===== config.mk =====
export PLATFORM = sky130hd
export DESIGN_NAME = lisp_token_lexer_flat
export DESIGN_NICKNAME = d
export VERILOG_FILES = /design/src/design/ltl_pkg.sv /design/src/design/ltl_channels.sv /design/src/design/lisp_token_lexer.sv /design/src/flat_wrapper.sv
export SDC_FILE = /design/constraint.sdc
export NUM_CORES = 1
export LEC_CHECK = 0
export BUFFER_PORTS_ARGS = -buffer_cell sky130_fd_sc_hd__buf_2
export CELL_PAD_IN_SITES_DETAIL_PLACEMENT = 0
export CELL_PAD_IN_SITES_GLOBAL_PLACEMENT = 1
export CORE_ASPECT_RATIO = 1.25
export CORE_MARGIN = 2
export CORE_UTILIZATION = 40
export DETAILED_ROUTE_END_ITERATION = 8
export PLACE_DENSITY_LB_ADDON = 0.08
export SYNTH_ARGS = -nofsm -noshare
export SYNTH_HDL_FRONTEND = slang
export SYNTH_SLANG_ARGS = --single-unit

===== constraint.sdc =====
create_clock -name clock -period 13.5 [get_ports clock]
set_input_delay 1.35 -clock clock [delete_from_list [all_inputs] [get_ports clock]]
set_output_delay 1.35 -clock clock [all_outputs]
set_load 0.01 [all_outputs]

===== src/design/ltl_pkg.sv =====
`default_nettype none
package ltl_pkg;

   localparam int unsigned MAX_RESULTS = 4;

   typedef enum logic [2:0] {
      MODE_IDLE    = 3'd0,
      MODE_PEND    = 3'd1,
      MODE_NUMBER  = 3'd2,
      MODE_SYMBOL  = 3'd3,
      MODE_STRING  = 3'd4,
      MODE_DISCARD = 3'd5
   } mode_type;

   localparam logic [1:0] EV_VALUE    = 2'd0;
   localparam logic [1:0] EV_COMPLETE = 2'd1;
   localparam logic [1:0] EV_ERROR    = 2'd2;

   localparam logic [2:0] TK_LPAREN = 3'd0;
   localparam logic [2:0] TK_RPAREN = 3'd1;
   localparam logic [2:0] TK_STRING = 3'd2;
   localparam logic [2:0] TK_NUMBER = 3'd3;
   localparam logic [2:0] TK_SYMBOL = 3'd4;
   localparam logic [2:0] TK_EOF    = 3'd5;

   localparam logic [1:0] ERR_NONE         = 2'd0;
   localparam logic [1:0] ERR_UNTERMINATED = 2'd1;
   localparam logic [1:0] ERR_UNKNOWN      = 2'd2;

   localparam logic [7:0] CHAR_NUL     = 8'h00;
   localparam logic [7:0] CHAR_TAB     = 8'h09;
   localparam logic [7:0] CHAR_NEWLINE = 8'h0A;
   localparam logic [7:0] CHAR_CR      = 8'h0D;
   localparam logic [7:0] CHAR_SPACE   = 8'h20;
   localparam logic [7:0] CHAR_BANG    = 8'h21;
   localparam logic [7:0] CHAR_QUOTE   = 8'h22;
   localparam logic [7:0] CHAR_LPAREN  = 8'h28;
   localparam logic [7:0] CHAR_RPAREN  = 8'h29;
   localparam logic [7:0] CHAR_STAR    = 8'h2A;
   localparam logic [7:0] CHAR_PLUS    = 8'h2B;
   localparam logic [7:0] CHAR_MINUS   = 8'h2D;
   localparam logic [7:0] CHAR_SLASH   = 8'h2F;
   localparam logic [7:0] CHAR_ZERO    = 8'h30;
   localparam logic [7:0] CHAR_NINE    = 8'h39;
   localparam logic [7:0] CHAR_LESS    = 8'h3C;
   localparam logic [7:0] CHAR_EQUAL   = 8'h3D;
   localparam logic [7:0] CHAR_GREATER = 8'h3E;
   localparam logic [7:0] CHAR_UPPER_A = 8'h41;
   localparam logic [7:0] CHAR_UPPER_Z = 8'h5A;
   localparam logic [7:0] CHAR_LOWER_A = 8'h61;
   localparam logic [7:0] CHAR_LOWER_Z = 8'h7A;

   localparam logic [15:0] POS_MAX = 16'hFFFF;
   localparam logic [7:0]  COUNT_MAX = 8'hFF;

   typedef struct packed {
      logic [1:0]  event_kind;
      logic [2:0]  token_kind;
      logic [7:0]  value_byte;
      logic [15:0] start_line;
      logic [15:0] start_column;
      logic [1:0]  error_code;
      logic        last_of_run;
   } result_type;

   function automatic logic is_digit(input logic [7:0] b);
      return (b >= CHAR_ZERO) && (b <= CHAR_NINE);
   endfunction

   function automatic logic is_alpha(input logic [7:0] b);
      return ((b >= CHAR_LOWER_A) && (b <= CHAR_LOWER_Z)) ||
             ((b >= CHAR_UPPER_A) && (b <= CHAR_UPPER_Z));
   endfunction

   function automatic logic is_space(input logic [7:0] b);
      return (b == CHAR_SPACE) || ((b >= CHAR_TAB) && (b <= CHAR_CR));
   endfunction

   function automatic logic is_sym(input logic [7:0] b);
      return is_digit(b) || is_alpha(b) ||
             (b inside {CHAR_PLUS, CHAR_MINUS, CHAR_STAR, CHAR_SLASH,
                        CHAR_EQUAL, CHAR_LESS, CHAR_GREATER, CHAR_BANG});
   endfunction

   function automatic logic [15:0] adv_line(input logic [15:0] line,
                                            input logic [7:0] b);
      if ((b == CHAR_NEWLINE) && (line != POS_MAX)) begin
         return line + 16'd1;
      end
      return line;
   endfunction

   function automatic logic [15:0] adv_col(input logic [15:0] col,
                                           input logic [7:0] b);
      if (b == CHAR_NEWLINE) begin
         return 16'd1;
      end else if (col != POS_MAX) begin
         return col + 16'd1;
      end
      return col;
   endfunction

   function automatic result_type make_result(input logic [1:0]  ev,
                                              input logic [2:0]  tk,
                                              input logic [7:0]  val,
                                              input logic [15:0] ln,
                                              input logic [15:0] col,
                                              input logic [1:0]  err);
      result_type r;
      r.event_kind   = ev;
      r.token_kind   = tk;
      r.value_byte   = val;
      r.start_line   = ln;
      r.start_column = col;
      r.error_code   = err;
      r.last_of_run  = 1'b0;
      return r;
   endfunction

endpackage
`default_nettype wire


===== src/design/ltl_channels.sv =====
`default_nettype none
interface ltl_req_if;
   logic       valid;
   logic       ready;
   logic [7:0] source_byte;
   logic       end_marker;

   modport source (output valid, output source_byte, output end_marker, input ready);
   modport sink (input valid, input source_byte, input end_marker, output ready);
endinterface

interface ltl_rsp_if;
   logic        valid;
   logic        ready;
   logic [1:0]  event_kind;
   logic [2:0]  token_kind;
   logic [7:0]  value_byte;
   logic [15:0] start_line;
   logic [15:0] start_column;
   logic [1:0]  error_code;
   logic        last_of_run;

   modport source (output valid, output event_kind, output token_kind,
                   output value_byte, output start_line, output start_column,
                   output error_code, output last_of_run, input ready);
   modport sink (input valid, input event_kind, input token_kind,
                 input value_byte, input start_line, input start_column,
                 input error_code, input last_of_run, output ready);
endinterface
`default_nettype wire


===== src/design/lisp_token_lexer.sv =====
`default_nettype none
// streaming s-expression lexer: one source byte (or end marker) per transfer
// on req_chan, results on rsp_chan as value bytes followed by a completion or
// error result, with last_of_run flagging the final result of each byte.
// a byte is taken every cycle while each byte yields at most one result and
// results are taken as offered; a byte with k results (k up to four, e.g. "-5"
// with a limit of one) holds the bank until all k have transferred, and the
// next byte is taken in the cycle its last result transfers. the first result
// is offered in the cycle after its byte. csr writes set max_value_chars and
// are accepted at any time, but must only happen while the lexer is idle.
module lisp_token_lexer (
   input  wire         clock,
   input  wire         reset,
   ltl_req_if.sink     req_chan,
   ltl_rsp_if.source   rsp_chan,
   input  wire         csr_valid,
   output logic        csr_ready,
   input  wire [7:0]   csr_max_value_chars
);
   import ltl_pkg::*;

   // lexer state
   mode_type    mode_ff, mode_in;
   logic [7:0]  count_ff, count_in;
   logic [15:0] line_ff, line_in;
   logic [15:0] col_ff, col_in;
   logic [15:0] tline_ff, tline_in;
   logic [15:0] tcol_ff, tcol_in;
   logic [7:0]  max_ff;

   // result bank, drained one result per cycle while rsp_chan is ready
   result_type  bank_ff [MAX_RESULTS];
   result_type  bank_in [MAX_RESULTS];
   logic [2:0]  left_ff, left_in;
   logic [1:0]  rd_ff, rd_in;

   logic [2:0]  nres;
   logic        req_xfer;
   logic        rsp_xfer;

   assign csr_ready = 1'b1;

   assign rsp_xfer = rsp_chan.valid && rsp_chan.ready;
   // take a new byte once the bank is empty or its final result is leaving
   assign req_chan.ready = (left_ff == 3'd0) || ((left_ff == 3'd1) && rsp_chan.ready);
   assign req_xfer = req_chan.valid && req_chan.ready;

   // next lexer state and the results of the offered byte
   always_comb begin
      logic [7:0] b;
      logic [7:0] limit;
      logic       fin;
      logic       dig;
      logic       num;
      logic       done;
      logic [2:0] tk;

      b     = req_chan.source_byte;
      fin   = req_chan.end_marker || (b == CHAR_NUL);
      limit = (max_ff == 8'd0) ? 8'd1 : max_ff;
      dig   = 1'b0;
      num   = 1'b0;
      done  = 1'b0;
      tk    = TK_SYMBOL;

      mode_in  = mode_ff;
      count_in = count_ff;
      line_in  = line_ff;
      col_in   = col_ff;
      tline_in = tline_ff;
      tcol_in  = tcol_ff;
      nres     = 3'd0;
      for (int i = 0; i < MAX_RESULTS; i++) begin
         bank_in[i] = make_result(EV_VALUE, TK_LPAREN, 8'd0, 16'd0, 16'd0, ERR_NONE);
      end

      if (mode_in == MODE_DISCARD) begin
         // swallow bytes until the end marker
         if (fin) begin
            line_in = 16'd0;
            col_in  = 16'd0;
            mode_in = MODE_IDLE;
         end
      end else if (mode_in == MODE_STRING) begin
         if (fin) begin
            bank_in[nres[1:0]] = make_result(EV_ERROR, TK_LPAREN, 8'd0, tline_in,
                                             tcol_in, ERR_UNTERMINATED);
            nres    = nres + 3'd1;
            line_in = 16'd0;
            col_in  = 16'd0;
            mode_in = MODE_IDLE;
         end else if (b == CHAR_QUOTE) begin
            line_in = adv_line(line_in, b);
            col_in  = adv_col(col_in, b);
            bank_in[nres[1:0]] = make_result(EV_COMPLETE, TK_STRING, 8'd0, tline_in,
                                             tcol_in, ERR_NONE);
            nres    = nres + 3'd1;
            mode_in = MODE_IDLE;
         end else begin
            // bytes beyond the limit are dropped but still move the position
            if (count_in < limit) begin
               bank_in[nres[1:0]] = make_result(EV_VALUE, TK_STRING, b, tline_in,
                                                tcol_in, ERR_NONE);
               nres     = nres + 3'd1;
               count_in = count_in + 8'd1;
            end
            line_in = adv_line(line_in, b);
            col_in  = adv_col(col_in, b);
         end
      end else begin
         // a pending minus is resolved by this byte
         if (mode_in == MODE_PEND) begin
            dig = !fin && is_digit(b);
            tk  = dig ? TK_NUMBER : TK_SYMBOL;
            bank_in[nres[1:0]] = make_result(EV_VALUE, tk, CHAR_MINUS, tline_in,
                                             tcol_in, ERR_NONE);
            nres     = nres + 3'd1;
            count_in = 8'd1;
            mode_in  = dig ? MODE_NUMBER : MODE_SYMBOL;
            if (8'd1 >= limit) begin
               bank_in[nres[1:0]] = make_result(EV_COMPLETE, tk, 8'd0, tline_in,
                                                tcol_in, ERR_NONE);
               nres    = nres + 3'd1;
               mode_in = MODE_IDLE;
            end
         end

         // extend or close an open number or symbol
         if ((mode_in == MODE_NUMBER) || (mode_in == MODE_SYMBOL)) begin
            num = (mode_in == MODE_NUMBER);
            tk  = num ? TK_NUMBER : TK_SYMBOL;
            if (!fin && (num ? is_digit(b) : is_sym(b))) begin
               bank_in[nres[1:0]] = make_result(EV_VALUE, tk, b, tline_in,
                                                tcol_in, ERR_NONE);
               nres = nres + 3'd1;
               if (count_in != COUNT_MAX) begin
                  count_in = count_in + 8'd1;
               end
               line_in = adv_line(line_in, b);
               col_in  = adv_col(col_in, b);
               if (count_in >= limit) begin
                  bank_in[nres[1:0]] = make_result(EV_COMPLETE, tk, 8'd0, tline_in,
                                                   tcol_in, ERR_NONE);
                  nres    = nres + 3'd1;
                  mode_in = MODE_IDLE;
               end
               done = 1'b1;
            end else begin
               bank_in[nres[1:0]] = make_result(EV_COMPLETE, tk, 8'd0, tline_in,
                                                tcol_in, ERR_NONE);
               nres    = nres + 3'd1;
               mode_in = MODE_IDLE;
            end
         end

         if (!done) begin
            if (fin) begin
               // end of file at the current position, then back to the start
               bank_in[nres[1:0]] = make_result(EV_COMPLETE, TK_EOF, 8'd0, line_in,
                                                col_in, ERR_NONE);
               nres    = nres + 3'd1;
               line_in = 16'd0;
               col_in  = 16'd0;
               mode_in = MODE_IDLE;
            end else if (is_space(b)) begin
               line_in = adv_line(line_in, b);
               col_in  = adv_col(col_in, b);
            end else begin
               // a new token starts here
               tline_in = line_in;
               tcol_in  = col_in;
               count_in = 8'd0;
               if ((b == CHAR_LPAREN) || (b == CHAR_RPAREN)) begin
                  tk = (b == CHAR_LPAREN) ? TK_LPAREN : TK_RPAREN;
                  bank_in[nres[1:0]] = make_result(EV_VALUE, tk, b, tline_in,
                                                   tcol_in, ERR_NONE);
                  nres    = nres + 3'd1;
                  line_in = adv_line(line_in, b);
                  col_in  = adv_col(col_in, b);
                  bank_in[nres[1:0]] = make_result(EV_COMPLETE, tk, 8'd0, tline_in,
                                                   tcol_in, ERR_NONE);
                  nres    = nres + 3'd1;
                  mode_in = MODE_IDLE;
               end else if (b == CHAR_QUOTE) begin
                  mode_in = MODE_STRING;
                  line_in = adv_line(line_in, b);
                  col_in  = adv_col(col_in, b);
               end else if (b == CHAR_MINUS) begin
                  // decided by the following byte
                  mode_in = MODE_PEND;
                  line_in = adv_line(line_in, b);
                  col_in  = adv_col(col_in, b);
               end else if (is_sym(b)) begin
                  tk      = is_digit(b) ? TK_NUMBER : TK_SYMBOL;
                  mode_in = is_digit(b) ? MODE_NUMBER : MODE_SYMBOL;
                  bank_in[nres[1:0]] = make_result(EV_VALUE, tk, b, tline_in,
                                                   tcol_in, ERR_NONE);
                  nres     = nres + 3'd1;
                  count_in = 8'd1;
                  line_in  = adv_line(line_in, b);
                  col_in   = adv_col(col_in, b);
                  if (count_in >= limit) begin
                     bank_in[nres[1:0]] = make_result(EV_COMPLETE, tk, 8'd0, tline_in,
                                                      tcol_in, ERR_NONE);
                     nres    = nres + 3'd1;
                     mode_in = MODE_IDLE;
                  end
               end else begin
                  // unknown byte: report it, then discard up to the end marker
                  bank_in[nres[1:0]] = make_result(EV_ERROR, TK_LPAREN, 8'd0, tline_in,
                                                   tcol_in, ERR_UNKNOWN);
                  nres    = nres + 3'd1;
                  mode_in = MODE_DISCARD;
               end
            end
         end
      end

      // flag the final result of this byte
      for (int i = 0; i < MAX_RESULTS; i++) begin
         bank_in[i].last_of_run = (nres == 3'(i + 1));
      end
   end

   // result bank bookkeeping
   always_comb begin
      left_in = left_ff;
      rd_in   = rd_ff;
      if (req_xfer) begin
         left_in = nres;
         rd_in   = 2'd0;
      end else if (rsp_xfer) begin
         left_in = left_ff - 3'd1;
         rd_in   = rd_ff + 2'd1;
      end
   end

   always_ff @(posedge clock) begin
      if (reset) begin
         mode_ff  <= MODE_IDLE;
         count_ff <= 8'd0;
         line_ff  <= 16'd0;
         col_ff   <= 16'd0;
         tline_ff <= 16'd0;
         tcol_ff  <= 16'd0;
         max_ff   <= COUNT_MAX;
         left_ff  <= 3'd0;
         rd_ff    <= 2'd0;
      end else begin
         if (req_xfer) begin
            mode_ff  <= mode_in;
            count_ff <= count_in;
            line_ff  <= line_in;
            col_ff   <= col_in;
            tline_ff <= tline_in;
            tcol_ff  <= tcol_in;
         end
         if (csr_valid && csr_ready) begin
            max_ff <= csr_max_value_chars;
         end
         left_ff <= left_in;
         rd_ff   <= rd_in;
      end
   end

   // payload of the bank, no reset needed
   always_ff @(posedge clock) begin
      if (req_xfer) begin
         for (int i = 0; i < MAX_RESULTS; i++) begin
            bank_ff[i] <= bank_in[i];
         end
      end
   end

   // result channel drive
   always_comb begin
      rsp_chan.valid        = (left_ff != 3'd0);
      rsp_chan.event_kind   = bank_ff[rd_ff].event_kind;
      rsp_chan.token_kind   = bank_ff[rd_ff].token_kind;
      rsp_chan.value_byte   = bank_ff[rd_ff].value_byte;
      rsp_chan.start_line   = bank_ff[rd_ff].start_line;
      rsp_chan.start_column = bank_ff[rd_ff].start_column;
      rsp_chan.error_code   = bank_ff[rd_ff].error_code;
      rsp_chan.last_of_run  = bank_ff[rd_ff].last_of_run;
   end

endmodule
`default_nettype wire

===== src/flat_wrapper.sv =====
// flat-port wrapper written by rule: the top's interface ports become plain ports
module lisp_token_lexer_flat import ltl_pkg::*;
  (clock, reset, csr_valid, csr_ready, csr_max_value_chars, req_chan_valid, req_chan_source_byte, req_chan_end_marker, req_chan_ready, rsp_chan_valid, rsp_chan_event_kind, rsp_chan_token_kind, rsp_chan_value_byte, rsp_chan_start_line, rsp_chan_start_column, rsp_chan_error_code, rsp_chan_last_of_run, rsp_chan_ready);
  ltl_req_if req_chan_i ();
  ltl_rsp_if rsp_chan_i ();
  input  wire clock;
  input  wire reset;
  input  wire csr_valid;
  output logic csr_ready;
  input  wire [7:0] csr_max_value_chars;
  input wire logic [$bits(req_chan_i.valid)-1:0] req_chan_valid;
  input wire logic [$bits(req_chan_i.source_byte)-1:0] req_chan_source_byte;
  input wire logic [$bits(req_chan_i.end_marker)-1:0] req_chan_end_marker;
  output wire logic [$bits(req_chan_i.ready)-1:0] req_chan_ready;
  output wire logic [$bits(rsp_chan_i.valid)-1:0] rsp_chan_valid;
  output wire logic [$bits(rsp_chan_i.event_kind)-1:0] rsp_chan_event_kind;
  output wire logic [$bits(rsp_chan_i.token_kind)-1:0] rsp_chan_token_kind;
  output wire logic [$bits(rsp_chan_i.value_byte)-1:0] rsp_chan_value_byte;
  output wire logic [$bits(rsp_chan_i.start_line)-1:0] rsp_chan_start_line;
  output wire logic [$bits(rsp_chan_i.start_column)-1:0] rsp_chan_start_column;
  output wire logic [$bits(rsp_chan_i.error_code)-1:0] rsp_chan_error_code;
  output wire logic [$bits(rsp_chan_i.last_of_run)-1:0] rsp_chan_last_of_run;
  input wire logic [$bits(rsp_chan_i.ready)-1:0] rsp_chan_ready;
  assign req_chan_i.valid = req_chan_valid;
  assign req_chan_i.source_byte = req_chan_source_byte;
  assign req_chan_i.end_marker = req_chan_end_marker;
  assign req_chan_ready = req_chan_i.ready;
  assign rsp_chan_valid = rsp_chan_i.valid;
  assign rsp_chan_event_kind = rsp_chan_i.event_kind;
  assign rsp_chan_token_kind = rsp_chan_i.token_kind;
  assign rsp_chan_value_byte = rsp_chan_i.value_byte;
  assign rsp_chan_start_line = rsp_chan_i.start_line;
  assign rsp_chan_start_column = rsp_chan_i.start_column;
  assign rsp_chan_error_code = rsp_chan_i.error_code;
  assign rsp_chan_last_of_run = rsp_chan_i.last_of_run;
  assign rsp_chan_i.ready = rsp_chan_ready;
  lisp_token_lexer u_core (.clock(clock), .reset(reset), .req_chan(req_chan_i), .rsp_chan(rsp_chan_i), .csr_valid(csr_valid), .csr_ready(csr_ready), .csr_max_value_chars(csr_max_value_chars));
endmodule

==> flow_summary.yaml <==
global_route:
  grt.busiest_layer: "met2"
  first_global_vias: 13550
  use_met2_pct: 45.76
  use_met3_pct: 2.656
  track_usage_pct: 26.48
  antenna_found_initial: 0
  grt_max_degree: 125
  gr-usage-met1_pct: 34.47
  grt_pass1_wl_um: 85830
  grt.overflow.total: 0
cts:
  cts_made_buffers: 30
  cts-resized-gates: 0
  cts_setup_buffers: 0
  htreeDepth: 1
  cts_num_sinks: 276
  clock-root-buffer: "clkbuf_16"
  cts_hold_buf: 0
  clk-insertion-delay-late_ps: 590
  clk_pin_slew_ps: 70
  clock_path_buffers: 3
  cts_tree: "done"
setup_path:
  cp_common_cell: "nor2_1"
  crit_path_start_kind: "flip-flop"
  critPathMaxFanout: 35
  cp_slowest_cell: "ha_1"
  crit_buf_inv: 3
  path_cells: "or3b_2 > and2_1 > ha_1 > and3_1 > nand4_1 > nor2_1 > mux2_2 > ha_1 > a21o_1 > a21oi_1 > o211a_1 > a211o_1 > a21oi_4 > buf_4 > nor2_1 > inv_1 > ha_1 > a21oi_1 > nor2_1 > buf_4 > nand2_1 > nor2_1"
  path_class: "flip-flop to flip-flop"
  slowest_delay_ps: 730
  cp-end-kind: "flip-flop"
  crit_family: "simple AND/OR/NAND/NOR gates"
  cp.required_ps: 13920
  arrival_ps: 7900
timing:
  hold_ws_ps: 483.4
  maxSlewViolCount: 0
  fin_crit_sh_pct: 55.44
  rsz0062_at_grt: "no"
  period_needed_ps: 7484
  fin_skew_ps: 12.27
  hold_viol: 0
  setup_viol: 0
  fmax_mhz: 133.6
  slew_headroom_pct: 29.81
  worstMarginPinSlew_ps: 1048
  fin_tns_setup_ps: 0
placement:
  place_inst: 2221
  place.gp.congestion: 0.9199
  port_buffers: 71
  placed_area_um2: 17180
  dp_hpwl_um: 37830
synthesis:
  ys_async_sr_fraction_pct: 0
  synth_ff_type: "edfxtp_1"
  synth_cells: 1707
  synthMuxAreaShare_pct: 6.857
  synth_largest_area_cell: "edfxtp_1"
  ys_warn_count: 0
  synth_simple_gate_area_share_pct: 19.11
  synth_common_cells: "186 x edfxtp_1, 179 x nand2_1, 179 x nor2_1"
  synth_cell_types: 104
  netlist_area_um2: 16500
  synth_top_area_share_pct: 33.86
  synthXorXnorAreaFrac_pct: 0.9026
  synthAdderAreaFrac_pct: 2.200
  synth_compound_area_share_pct: 21.09
  synth_edf_count: 186
  yosysMostFrequentCell: "edfxtp_1"
  ys_seq_area_share_pct: 44.78
  synthTopCellsByArea: "edfxtp_1 34%, dfxtp_1 11%, mux4_2 6.4%"
  synth.avg_cell_area_um2: 9.664
  ys_seq_elements: 276
  synth_top_family_by_area: "compound AO/OA/AOI/OAI gates"
detailed_routing:
  routed_via_density: 6.131
  drt_iter0_drc: 1130
  wl_um: 56650
  firstDrtPassIters: 6
  antenna_left: 0
  num_vias: 13960
  wire_per_inst_um: 24.88
  drc: 0
die:
  dieArea_um2: 42890
  rows: 83
  die_x_um: 185.6
  io_pins: 73
  start_util_pct: 40.32
  dieHeight_um: 231.0
  core_area_um2: 40920
pwr:
  p_sw_mw: 1.146
  total_power_mw: 3.209
  ir_drop_uv: 113.5
  intPower_mw: 2.063
  p_seq_share_pct: 38.9
  cellPowerDensity_nw_per_um2: 175.5
  cellLeakagePower_nw: 6.444
  comb_power_share_pct: 32.2
  clkPwrFrac_pct: 28.9
  switching_share_pct: 35.72
worst_hold_path:
  hold_path.class: "flip-flop to flip-flop"
layout:
  final_layout_size_suffix_gt1_share_pct: 15.65
  layout.cells.non_filler: 2277
  n_antenna_cell: 0
  final_cell_area_um2: 18280
  nets: 1752
  syn2layout_area_growth_pct: 10.82
job:
  drv_cap: 0
outcome:
  outcome: "finished, final reports clean"
==> power groups by stage <==
stage               logic (mW)  registers (mW)  clock network (mW)
floorplan                0.684            1.27                   0
global placement          1.04            1.26                   0
detailed placement        1.04            1.27                   0
CTS                       1.04            1.25               0.946
global route              1.12            1.27               0.975
finish                    1.03            1.25               0.927
==> layout make-up <==
| type | instances | area [um2] |
|---|---|---|
| Timing Repair Buffer | 108 | 633.1 |
| Multi-Input combinational cell | 1254 | 8337 |
| Clock buffer | 36 | 814.5 |
| Fill cell | 3982 | 22640 |
| Tap cell | 552 | 690.7 |
| Inverter | 31 | 123.9 |
| Clock inverter | 20 | 290.3 |
| Sequential cell | 276 | 7392 |
==> worst paths after layout <==
check	slack, ps	to	cells past startpoint	start
worst max register to register	6020	u_core.bank_ff[3][27]	22	u_core.mode_ff[1]
worst min register to register	480	u_core.tline_ff[3]	2	u_core.tline_ff[3]
worst min-delay path	480	u_core.tline_ff[3]	2	u_core.tline_ff[3]
worst max-delay path	6020	u_core.bank_ff[3][27]	22	u_core.mode_ff[1]
==> through the flow <==
stage          utilization [%]  setup WS [ps]
4_1_cts                  44.68           6074
5_1_grt                  44.68           5524
2_1_floorplan                -           5308
3_5_place_dp             41.98           6106
6_report                 44.68           6016
3_3_place_gp             41.98           6280
==> worst reg2reg max path: stages (launching register included) <==
cell and delay [ps]:
dfxtp_1 610, or3b_2 500, and2_1 240, ha_1 200
and3_1 270, nand4_1 200, nor2_1 400, mux2_2 400
ha_1 280, a21o_1 100, a21oi_1 70, o211a_1 270
a211o_1 490, a21oi_4 210, buf_4 470, nor2_1 220
inv_1 120, ha_1 730, a21oi_1 290, nor2_1 170
buf_4 290, nand2_1 520, nor2_1 270
==> cell families (layout without fill, tap and decap cells) <==
logic type / Yosys count / after routing
and+or+nand+nor: 639 / 639
AOI/OAI and AO/OA: 511 / 511
DFF: 276 / 276
buffers and inverters: 179 / 195
muxes: 54 / 54
adders and majority gates: 29 / 29
xor gates and xnor gates: 17 / 17
other: 2 / 4
==> flip-flops by register name, summed over array words and instances, names as in the netlist, named ones only <==
register,count
u_core.mode_ff,3
u_core.tline_ff,16
u_core.max_ff,8
u_core.col_ff,16
u_core.bank_ff,186
u_core.rd_ff,2
u_core.count_ff,8
u_core.tcol_ff,16
u_core.line_ff,16
u_core.left_ff,3
==> layer usage <==
layer	vias up	part of all wire, %
met5	-	0
met4	0	3.4
met3	112	6.0
met2	529	49
met1	6809	41
li1	6510	-
==> layout by cell type (no fill, tap or decap), types with 34 or more instances in the layout <==
master,synthesis,final
edfxtp_1,186,186
nand2_1,179,179
nor2_1,179,177
a21oi_1,131,130
o21ai_0,100,100
dfxtp_1,90,88
buf_2,8,71
nand3_1,49,49
nor3_1,50,49
mux4_2,47,47
and3_1,41,41
a22o_1,40,40
buf_4,4,37
a22oi_1,34,34
Note: power is estimated with default switching activity, not from simulation.
